--- src/hw/rtl/pfde_pkg.sv ---
package pfde_pkg;

  localparam logic [2:0] OP_CLEAR   = 3'd0;
  localparam logic [2:0] OP_PIXEL   = 3'd1;
  localparam logic [2:0] OP_HLINE   = 3'd2;
  localparam logic [2:0] OP_VLINE   = 3'd3;
  localparam logic [2:0] OP_RECT    = 3'd4;
  localparam logic [2:0] OP_REFRESH = 3'd5;

  localparam logic [1:0] KIND_ACK  = 2'd0;
  localparam logic [1:0] KIND_CMD  = 2'd1;
  localparam logic [1:0] KIND_DATA = 2'd2;

  localparam logic [7:0] CMD_PAGE_BASE = 8'hB0;
  localparam logic [7:0] CMD_COL_LOW   = 8'h00;
  localparam logic [7:0] CMD_COL_HIGH  = 8'h10;

  typedef enum logic [2:0] {
    SEG_PIXEL,
    SEG_HLINE,
    SEG_VLINE,
    SEG_RTOP,
    SEG_RBOT,
    SEG_RLEFT,
    SEG_RRIGHT
  } seg_t;

  typedef enum logic [2:0] {
    OSEL_ACK,
    OSEL_CMD0,
    OSEL_CMD1,
    OSEL_CMD2,
    OSEL_DATA
  } out_sel_t;

  typedef struct packed {
    logic     in_load;
    logic     clr_start;
    logic     clr_step;
    logic     seg_load;
    seg_t     seg;
    logic     pix_rd;
    logic     pix_wr;
    logic     pix_skip;
    logic     ref_start;
    logic     ref_rd;
    logic     ref_acc;
    logic     out_load;
    out_sel_t out_sel;
    logic     out_last;
  } dp_cmd_t;

  typedef struct packed {
    logic clr_last;
    logic rect_empty;
    logic seg_done;
    logic pix_in;
    logic ref_word_full;
    logic ref_done;
    logic out_free;
  } dp_sts_t;

endpackage

--- src/hw/rtl/pfde_ctrl.sv ---
module pfde_ctrl import pfde_pkg::*; (
  input  logic       clk,
  input  logic       rst_n,
  input  logic       in_valid,
  input  logic [2:0] in_op,
  output logic       in_stall,
  output dp_cmd_t    cmd,
  input  dp_sts_t    sts
);

  typedef enum logic [3:0] {
    ST_CLR, ST_IDLE, ST_RECT, ST_SEG, ST_PIX, ST_WR, ST_ACK,
    ST_C0, ST_C1, ST_C2, ST_RD, ST_ACC, ST_OUT
  } state_t;

  state_t state_r, state_nxt;
  seg_t   seg_r, seg_nxt;
  logic   boot_r, boot_nxt;

  always_comb begin
    cmd       = '0;
    state_nxt = state_r;
    seg_nxt   = seg_r;
    boot_nxt  = boot_r;
    unique case (state_r)
      ST_CLR: begin
        cmd.clr_step = 1'b1;
        if (sts.clr_last) begin
          state_nxt = boot_r ? ST_IDLE : ST_ACK;
          boot_nxt  = 1'b0;
        end
      end
      ST_IDLE: begin
        if (in_valid) begin
          cmd.in_load = 1'b1;
          unique case (in_op)
            OP_CLEAR: begin
              cmd.clr_start = 1'b1;
              state_nxt     = ST_CLR;
            end
            OP_PIXEL: begin
              seg_nxt   = SEG_PIXEL;
              state_nxt = ST_SEG;
            end
            OP_HLINE: begin
              seg_nxt   = SEG_HLINE;
              state_nxt = ST_SEG;
            end
            OP_VLINE: begin
              seg_nxt   = SEG_VLINE;
              state_nxt = ST_SEG;
            end
            OP_RECT: begin
              seg_nxt   = SEG_RTOP;
              state_nxt = ST_RECT;
            end
            OP_REFRESH: begin
              cmd.ref_start = 1'b1;
              state_nxt     = ST_C0;
            end
            default: state_nxt = ST_ACK;
          endcase
        end
      end
      ST_RECT: state_nxt = sts.rect_empty ? ST_ACK : ST_SEG;
      ST_SEG: begin
        cmd.seg_load = 1'b1;
        cmd.seg      = seg_r;
        state_nxt    = ST_PIX;
      end
      ST_PIX: begin
        priority if (sts.seg_done) begin
          unique case (seg_r)
            SEG_RTOP: begin
              seg_nxt   = SEG_RBOT;
              state_nxt = ST_SEG;
            end
            SEG_RBOT: begin
              seg_nxt   = SEG_RLEFT;
              state_nxt = ST_SEG;
            end
            SEG_RLEFT: begin
              seg_nxt   = SEG_RRIGHT;
              state_nxt = ST_SEG;
            end
            default: state_nxt = ST_ACK;
          endcase
        end else if (sts.pix_in) begin
          cmd.pix_rd = 1'b1;
          state_nxt  = ST_WR;
        end else begin
          cmd.pix_skip = 1'b1;
        end
      end
      ST_WR: begin
        cmd.pix_wr = 1'b1;
        state_nxt  = ST_PIX;
      end
      ST_ACK: begin
        if (sts.out_free) begin
          cmd.out_load = 1'b1;
          cmd.out_sel  = OSEL_ACK;
          cmd.out_last = 1'b1;
          state_nxt    = ST_IDLE;
        end
      end
      ST_C0: begin
        if (sts.out_free) begin
          cmd.out_load = 1'b1;
          cmd.out_sel  = OSEL_CMD0;
          state_nxt    = ST_C1;
        end
      end
      ST_C1: begin
        if (sts.out_free) begin
          cmd.out_load = 1'b1;
          cmd.out_sel  = OSEL_CMD1;
          state_nxt    = ST_C2;
        end
      end
      ST_C2: begin
        if (sts.out_free) begin
          cmd.out_load = 1'b1;
          cmd.out_sel  = OSEL_CMD2;
          state_nxt    = ST_RD;
        end
      end
      ST_RD: begin
        cmd.ref_rd = 1'b1;
        state_nxt  = ST_ACC;
      end
      ST_ACC: begin
        cmd.ref_acc = 1'b1;
        state_nxt   = sts.ref_word_full ? ST_OUT : ST_RD;
      end
      ST_OUT: begin
        if (sts.out_free) begin
          cmd.out_load = 1'b1;
          cmd.out_sel  = OSEL_DATA;
          cmd.out_last = sts.ref_done;
          state_nxt    = sts.ref_done ? ST_IDLE : ST_RD;
        end
      end
      default: state_nxt = ST_IDLE;
    endcase
  end

  always_ff @(posedge clk) begin
    if (!rst_n) begin
      state_r <= ST_CLR;
      seg_r   <= SEG_PIXEL;
      boot_r  <= 1'b1;
    end else begin
      state_r <= state_nxt;
      seg_r   <= seg_nxt;
      boot_r  <= boot_nxt;
    end
  end

  assign in_stall = (state_r != ST_IDLE);

  a_out_free: assert property (@(posedge clk) disable iff (!rst_n)
    cmd.out_load |-> sts.out_free) else $error("result loaded into a full output register");
  a_rmw: assert property (@(posedge clk) disable iff (!rst_n)
    cmd.pix_wr |-> $past(cmd.pix_rd)) else $error("pixel write without preceding read");
  a_word: assert property (@(posedge clk) disable iff (!rst_n)
    (cmd.out_load && cmd.out_sel == OSEL_DATA) |-> sts.ref_word_full)
    else $error("data word sent before eight columns gathered");
  a_boot: assert property (@(posedge clk) disable iff (!rst_n)
    (boot_r && state_r == ST_CLR) |-> !cmd.out_load) else $error("result during reset clear");

endmodule

--- config.mk ---
export PLATFORM = sky130hd
export DESIGN_NAME = pfde_ctrl
export DESIGN_NICKNAME = d
export VERILOG_FILES = /design/src/hw/rtl/pfde_pkg.sv /design/src/hw/rtl/pfde_ctrl.sv
export SDC_FILE = /design/constraint.sdc
export NUM_CORES = 1
export LEC_CHECK = 0
export BUFFER_PORTS_ARGS = -buffer_cell sky130_fd_sc_hd__buf_2
export CORE_UTILIZATION = 52
export DETAILED_ROUTE_END_ITERATION = 8
export PLACE_DENSITY = 0.84
export SLEW_MARGIN = 0
export SYNTH_ARGS = -nofsm -noshare
export SYNTH_HDL_FRONTEND = slang
export SYNTH_SLANG_ARGS = --single-unit
--- constraint.sdc ---
create_clock -name clk -period 3.5 [get_ports clk]
set_input_delay 0.175 -clock clk [delete_from_list [all_inputs] [get_ports clk]]
set_output_delay 0.175 -clock clk [all_outputs]
set_load 0.05 [all_outputs]
==> results of run 1 <==
-- sequential cells by signal, summed over array words and instances (netlist names) --
name,flops
seg_r,3
boot_r,1
state_r,4
-- where the power goes --
group,switching (mW),internal (mW)
logic,0.188,0.104
registers,0.0572,0.109
clock network,0.0315,0.0392
total,0.277,0.251
-- synthesized netlist by cell type, types with 3 or more instances --
| cell | n |
|---|---|
| o21ai_0 | 6 |
| nor2_1 | 12 |
| inv_1 | 6 |
| mux2i_1 | 3 |
| a211o_1 | 3 |
| dfxtp_1 | 8 |
| nor3_1 | 6 |
| a22oi_1 | 4 |
| and2_1 | 4 |
| and3_1 | 3 |
| buf_2 | 4 |
| nand2_1 | 13 |
| nor2b_1 | 5 |
-- area by class of cell --
type / count / area [um^2]
clock buffers: 3 / 22.5
fillers: 122 / 504
inverters: 7 / 26.3
multi-input cells: 96 / 618
flip-flops and latches: 8 / 160
well taps: 16 / 20.0
repair buffers: 31 / 155
-- layer usage --
| layer | wire length (um) | global-route usage | vias to the layer above | share of wire |
|---|---|---|---|---|
| met5 | 0 | 0 | - | 0 |
| met4 | 54 | 0.150 | 0 | 0.025 |
| met3 | 135 | 0.0517 | 7 | 0.062 |
| met2 | 1040 | 0.462 | 41 | 0.48 |
| met1 | 941 | 0.347 | 420 | 0.43 |
| li1 | - | - | 492 | - |
-- critical path, stage by stage (launching register included) --
cell     delay (ns)
dfxtp_1        0.72
nor4b_2        0.47
nand2_1        0.12
inv_1          0.12
and3_1         0.16
buf_2          0.25
-- metrics by stage --
step	setup slack, ns	power (mW)	instance area, um^2	instances	util
after CTS	1.23	0.527	1000	161	0.665
after detailed placement	1.34	0.456	980	158	0.650
after global placement	1.37	0.449	980	158	0.650
after floorplan	0.762	0.397	847	119	-
final	1.22	0.528	1000	161	0.665
after global routing	0.968	0.574	1000	161	0.665
-- cell families after synthesis --
| family | synth area share |
|---|---|
| AND/OR/NAND/NOR | 0.360 |
| AO/OA/AOI/OAI | 0.324 |
| buffers and inverters | 0.0812 |
| flip-flops | 0.189 |
| multiplexers | 0.0355 |
| XOR/XNOR | 0.0103 |
-- path summary, 6_finish.rpt --
path	slack, ns	end	start	cells past startpoint
min	0.23	seg_r[2]	rst_n	2
min reg2reg	0.48	seg_r[1]	seg_r[1]	2
max reg2reg	1.30	seg_r[0]	state_r[2]	5
max	1.22	cmd[7]	state_r[0]	5
==> reports/results.ini, run 1 <==
[die]
ios = 32
dieHeight_um = 42.4
rows = 14
start_util = 0.562
die_x_um = 42.4
die_area_mm2 = 0.00179
fp.coreArea_mm2 = 0.00151

[yosys]
synth.yosys.seq_area_share = 0.189
synth-edff-count = 0
synthesis.area_um2 = 847
syn_inst = 119
synthArstFlopShare = 0
ys_ff_latch = 8
syn-num-nets = 132
ys_warn_count = 0
ys.flop_type = dfxtp_1
synth_top_area_frac = 0.189
yosys.area.top_type = dfxtp_1
syn-mean-instance-area_um2 = 7.12
synth.area.top_cells = dfxtp_1 (19%), nand2_1 (5.8%), nor2_1 (5.3%)
yosysUniqueCellTypes = 46

[global_routing]
antenna_found_initial = 0
grt_pass1_wl_um = 3840
grt_max_degree = 22
grt_pass1_vias = 925
grtUsageTotal = 0.282
overflow = 0

[layout]
drive_above_1_share = 0.269
layout_common_cells = buf_2 (31), nand2_1 (13), nor2_1 (12), dfxtp_1 (8)
final_common_cell = buf_2
areaGrowthSynthToFinish_pct = 18.3
nNetsFinal = 160
antennaDiodeCount = 0

[worst_setup_path]
startpoint_type = flop
cp.required_ns = 3.32
critPathKind = reg -> out
crit_fanout = 21
end_kind = output pin
arrival_ns = 2.11

[routing]
num_vias = 960
avgViaCountPerCell = 5.96
drt_pass1_iterations = 4
routed_wirelength_um = 2180
drc = 0
wl_per_cell_um = 13.5
ant_nets = 0
drt_iter0_markers = 26

[clock_tree]
post_cts_buffers = 0
cts_tree = done
clk_pin_slew_ns = 0.05
htree_levels = 1
clockBufferDepth = 2
cts_num_sinks = 8
clockRootBuffer = clkbuf_4
cts_resized = 0
clkLatencyLatePin_ns = 0.26
cts_buffers = 3
cts.hold.buffers_added = 0

[hold_path]
min_path_type = in -> reg

[placed_design]
port_buffers = 31
gp_congestion = 0.825
dp_hpwl_um = 1640

[sta]
hold_viol = 0
max_freq_mhz = 439
clock_skew_ns = 0.00702
finalCritPeriodShare = 0.651
fin_hold_ws_ns = 0.234
tightest_slew_ns = 0.628
slew_headroom = 0.581
rsz0062_at_grt = no
setup_viol = 0
fin_tns_setup_ns = 0
fin_crit_ns = 2.28
final_max_slew_viol_count = 0

[run_status]
status = completed

[flow_run]
cap_viol_max_count = 0

[power]
p_leak_nw = 0.439
power_density_mw_per_mm2 = 527
vdd_drop_max_mv = 0.400

Note: power is estimated with default switching activity, not from simulation.
==> run 2: changes to the inputs <==
- CORE_UTILIZATION: 52 -> 43
- PLACE_DENSITY: 0.84 -> 0.74
- clock period: 3.5 -> 2 ns (I/O delays scaled with it)
==> run 2 against run 1 <==
Against the previous run:
- first-iteration DRC count up 19%
- die area up 20%
- clock-buffer cell count unchanged
- worst setup slack worse by 1.1 ns
- largest cell class unchanged
==> reports/results.ini, run 2 (synthesis results as in run 1) <==
[global_routing]
grt_pass1_vias = 872  ; -5.7%
overflow = 0  ; unchanged
antenna_found_initial = 0  ; unchanged
grt_max_degree = 14  ; -36%
grtUsageTotal = 0.255  ; -0.0263
grt_pass1_wl_um = 3890  ; +1.4%

[hold_path]
min_path_type = in -> reg
min_from = rst_n

[clock_tree]
clkLatencyLatePin_ns = 0.26  ; about the same
cts_tree = done
htree_levels = 1  ; unchanged
cts_resized = 0  ; unchanged
clockBufferDepth = 2  ; unchanged
clockRootBuffer = clkbuf_4
post_cts_buffers = 0  ; unchanged
clk_pin_slew_ns = 0.06  ; about the same
cts_num_sinks = 8  ; unchanged
cts.hold.buffers_added = 0  ; unchanged
cts_buffers = 3  ; unchanged

[layout]
final_common_cell = buf_2
layout_common_cells = buf_2 (30), nand2_1 (13), nor2_1 (12), buf_4 (9), dfxtp_1 (8)
drive_above_1_share = 0.344  ; +0.0752
top_regs = state_r x4, seg_r x3, boot_r x1
largest_reg_flops = 4  ; unchanged
final_util = 0.629  ; -0.0365
post_layout_nonfiller_instances = 179  ; +11%
top_register = state_r
nNetsFinal = 169  ; +5.6%
antennaDiodeCount = 0  ; unchanged
fillers = 173  ; +42%
areaGrowthSynthToFinish_pct = 32.3
area.sequential_um2 = 160  ; unchanged
fin_area_mm2 = 0.00112  ; +12%
multi_input_area_um2 = 656  ; +6.1%

[sta]
rsz0062_at_grt = no
fin_crit_ns = 1.86
fin_ws_ns = 0.135  ; -1.08 ns
clock_skew_ns = 0.00714  ; +0.000112 ns
setup_viol = 0  ; unchanged
max_freq_mhz = 536
fin_hold_ws_ns = 0.157  ; -0.0773 ns
final_max_slew_viol_count = 0  ; unchanged
tightest_slew_ns = 0.421  ; -0.207 ns
finalCritPeriodShare = 0.932
hold_viol = 0  ; unchanged
slew_headroom = 0.720  ; +0.139

[die]
dieHeight_um = 46.4  ; +9.5%
rows = 15  ; +1
die_area_mm2 = 0.00215  ; +20%
start_util = 0.475  ; -0.0872
ios = 32  ; unchanged
die_x_um = 46.4  ; +9.5%
fp.coreArea_mm2 = 0.00178  ; +18%

[worst_setup_path]
arrival_ns = 1.76  ; -0.35 ns
startpoint_type = flop
r2r_start = state_r[0]
startpoint = state_r[2]
critPathKind = reg -> out
crit_fanout = 12  ; -43%
end_kind = output pin
cp.required_ns = 1.90  ; -1.42 ns

[routing]
wl_per_cell_um = 13.6  ; +0.57%
avgViaCountPerCell = 5.89  ; -1.2%
drc = 0  ; unchanged
ant_nets = 0  ; unchanged
drt_iter0_markers = 31  ; +19%
num_vias = 1054  ; +9.8%
drt_pass1_iterations = 4  ; unchanged
routed_wirelength_um = 2430  ; +12%

[placed_design]
pre_cts_slack_ns = 0.163  ; -1.18 ns
place_area_mm2 = 0.00108  ; +10%
gp_congestion = 0.847  ; +2.6%
dp.cells = 176  ; +11%
port_buffers = 31  ; unchanged
dp_hpwl_um = 1930  ; +18%

[power]
power_density_mw_per_mm2 = 911  ; +73%
p_leak_nw = 0.496  ; +13%
vdd_drop_max_mv = 0.566  ; +41%

[run_status]
status = completed

[flow_run]
cap_viol_max_count = 0  ; unchanged

==> run 2: cell types whose count changed in the layout (fill, tap and decap cells not counted), sizes merged <==
| cell | change |
|---|---|
| clkbuf | +1 |
| buf | +8 |
==> run 2: stage by stage <==
step | setup TNS [ns] | power [mW]
final | 0 | 1.02
after global routing | 0 | 1.09
after CTS | 0 | 1.00
after detailed placement | 0 | 0.872
after global placement | 0 | 0.864
after floorplan | -0.664 | 0.706
==> run 2: final timing paths <==
path | end | slack (ns) | depth (start not counted)
worst max-delay path | cmd[7] | 0.14 | 6
worst min-delay path | seg_r[2] | 0.16 | 2
worst max register to register | seg_r[0] | 0.15 | 5
worst min register to register | seg_r[1] | 0.48 | 2
==> run 2: worst max-delay path, stage by stage, from the launching register on <==
cell	delay (ns)
dfxtp_1	0.37
buf_4	0.23
nor4b_4	0.30
nand2_1	0.11
inv_1	0.11
and3_1	0.16
clkbuf_4	0.22
==> run 2: area by class of cell <==
cell class              count  area share
clock buffers               3      0.0201
inverters                   7      0.0234
multi-input cells          96       0.585
flip-flops and latches      8       0.143
repair buffers             40       0.201
well taps                  25      0.0279
==> run 2: where the power goes <==
| part | internal (mW) | switching, mW | total, mW | leakage [nW] |
|---|---|---|---|---|
| combinational | 0.244 | 0.406 | 0.650 | 0.417 |
| sequential | 0.190 | 0.0523 | 0.242 | 0.0654 |
| clock | 0.0690 | 0.0600 | 0.129 | 0.0138 |
| total | 0.503 | 0.518 | 1.02 | 0.496 |
==> run 2: routing by layer <==
layer / vias to the layer above / GRT usage / part of all wire
met5: - / 0 / 0
met4: 0 / 0.106 / 0.0078
met3: 2 / 0.0392 / 0.045
met2: 38 / 0.414 / 0.50
met1: 504 / 0.331 / 0.44
li1: 510 / - / -
==> run 3: changes to the inputs <==
- BUFFER_PORTS_ARGS: -buffer_cell sky130_fd_sc_hd__buf_2 -> unset
- CORE_UTILIZATION: 43 -> 55
- DONT_BUFFER_PORTS: unset -> 1
- PLACE_DENSITY: 0.74 -> 0.73
==> run 3 against run 2 <==
Against the previous run:
- critical path type unchanged
- combinational power is 2% higher
- clock skew increased by 0.0072 ns
- wire length fell by 1.6%
- cell count down 12%
- clock-buffer cell count did not move
- die area down 21%
- highest routed layer unchanged
- core utilization increased by 19 points
- critical path depth unchanged
- via count down 5.6%
- largest power group unchanged
- critical endpoint unchanged
- worst setup slack improved by 0.0068 ns
- worst hold slack got worse by 0.15 ns
==> reports/results.ini, run 3 (synthesis results as in run 1) <==
[worst_setup_path]
critPathTopFamily = simple AND/OR/NAND/NOR gates
r2r_start = state_r[2]
critPathKind = reg -> out
cp.required_ns = 1.90  ; about the same
arrival_ns = 1.76  ; about the same
startpoint_type = flop
critPathBufInv = 3  ; unchanged
path_depth = 6  ; unchanged
worstPathCellList = buf_4 > nor4b_2 > nand2_1 > inv_1 > and3_1 > buf_12
end_kind = output pin
startpoint = state_r[2]
r2r_cells = 5  ; unchanged
cpPeakStageDelay_ns = 0.38  ; about the same
slowest_stage = dfxtp_1
crit_fanout = 8  ; -4

[clock_tree]
clk_pin_slew_ns = 0.06  ; about the same
clockRootBuffer = clkbuf_4
cts_buffers = 3  ; unchanged
clkLatencyLatePin_ns = 0.26  ; about the same
clockBufferDepth = 2  ; unchanged
cts_tree = done
cts_num_sinks = 8  ; unchanged
htree_levels = 1  ; unchanged

[layout]
layout_common_cells = buf_4 (24), nand2_1 (13), nor2_1 (12), dfxtp_1 (8)
final_util = 0.819  ; +0.190
final_common_cell = buf_4
top_regs = state_r x4, seg_r x3, boot_r x1
fin_area_mm2 = 0.00112  ; -0.22%
largest_reg_flops = 4  ; unchanged
nNetsFinal = 157  ; -7.1%
top_register = state_r
areaGrowthSynthToFinish_pct = 32.1
antennaDiodeCount = 0  ; unchanged
drive_above_1_share = 0.275  ; -0.0695

[routing]
wl_per_cell_um = 15.2  ; +12%
routed_wirelength_um = 2390  ; -1.6%
drc = 0  ; unchanged
avgViaCountPerCell = 6.34  ; +7.6%
drt_iter0_markers = 50  ; +61%
ant_nets = 0  ; unchanged
num_vias = 995  ; -5.6%
drt_pass1_iterations = 4  ; unchanged

[sta]
max_freq_mhz = 538  ; +0.37%
fin_crit_ns = 1.86  ; -0.00685 ns
slew_headroom = 0.665  ; -0.0546
finalCritPeriodShare = 0.929  ; -0.00342
fin_tns_setup_ns = 0  ; unchanged
final_max_slew_viol_count = 0  ; unchanged
fin_hold_ws_ns = 0.00546  ; -0.152 ns
tightest_slew_ns = 0.503  ; +0.0827 ns
clock_skew_ns = 0.0143  ; +0.00717 ns
rsz0062_at_grt = no
hold_viol = 0  ; unchanged
setup_viol = 0  ; unchanged

[global_routing]
grtUsageTotal = 0.309  ; +0.0543
grt_max_degree = 14  ; unchanged
antenna_found_initial = 0  ; unchanged
grt_pass1_wl_um = 3240  ; -17%
grt_pass1_vias = 729  ; -16%
overflow = 0  ; unchanged

[hold_path]
min_from = rst_n
min_path_type = in -> reg
holdPathStages = 2  ; unchanged

[placed_design]
gp_congestion = 0.942  ; +11%
dp_hpwl_um = 1850  ; -4.2%
port_buffers = 0  ; -100%
place_area_mm2 = 0.00109  ; +0.46%

[die]
fp.coreArea_mm2 = 0.00137  ; -23%
ios = 32  ; unchanged
die_x_um = 41.2  ; -11%
dieHeight_um = 41.2  ; -11%
die_area_mm2 = 0.00170  ; -21%
start_util = 0.620  ; +0.145
rows = 13  ; -2

[power]
p_leak_nw = 0.453  ; -8.7%
vdd_drop_max_mv = 0.689  ; +22%
p_total_mw = 1.02  ; +0.24%
power_density_mw_per_mm2 = 915  ; +0.47%

[run_status]
status = completed

[flow_run]
cap_viol_max_count = 0  ; unchanged

## run 3: final cells by class
type	count	area [um^2]
clock buffer	3	22.5
fill	104	248
inverter	7	26.3
multi-input combinational	96	641
sequential	8	160
tap	15	18.8
timing repair buffer	28	250
## run 3: metal layers
layer  global-route usage  wire, um  share of wire
met1                0.391      1050           0.44
met2                0.465      1110           0.46
met3               0.0598       169          0.071
met4                0.218        63          0.026
met5                    0         0              0
## run 3: worst register-to-register path: cells and delay by family, from the launching register on
kind,cells,cell delay [ns]
AOI/OAI and AO/OA,3,0.54
and+or+nand+nor,2,0.72
DFF,1,0.47
## run 3: stage by stage
| step | std cells | setup slack, ns |
|---|---|---|
| global route | 157 | 0.00278 |
| finish | 157 | 0.142 |
| detailed placement | 153 | 0.171 |
| floorplan | 119 | -0.227 |
| global placement | 153 | 0.227 |
| CTS | 157 | 0.146 |
## run 3: final timing paths
path	slack (ns)	end
worst min register to register	0.48	seg_r[1]
worst max register to register	0.15	seg_r[0]
worst max-delay path	0.14	cmd[7]
worst min-delay path	0.005	state_r[3]
## run 3: where the power goes
part	total [mW]	switching, mW	leakage [nW]	internal (mW)
registers	0.234	0.0443	0.0654	0.190
logic	0.661	0.403	0.374	0.258
clock network	0.128	0.0592	0.0138	0.0690
## run 3: repair_timing
action / CTS / global route
endpoints found under the setup margin: 0 / 0
setup buffers: 0 / 0
hold buffers: 1 / 0
gates resized for setup: 0 / 0
hold endpoints to repair: 6 / 0
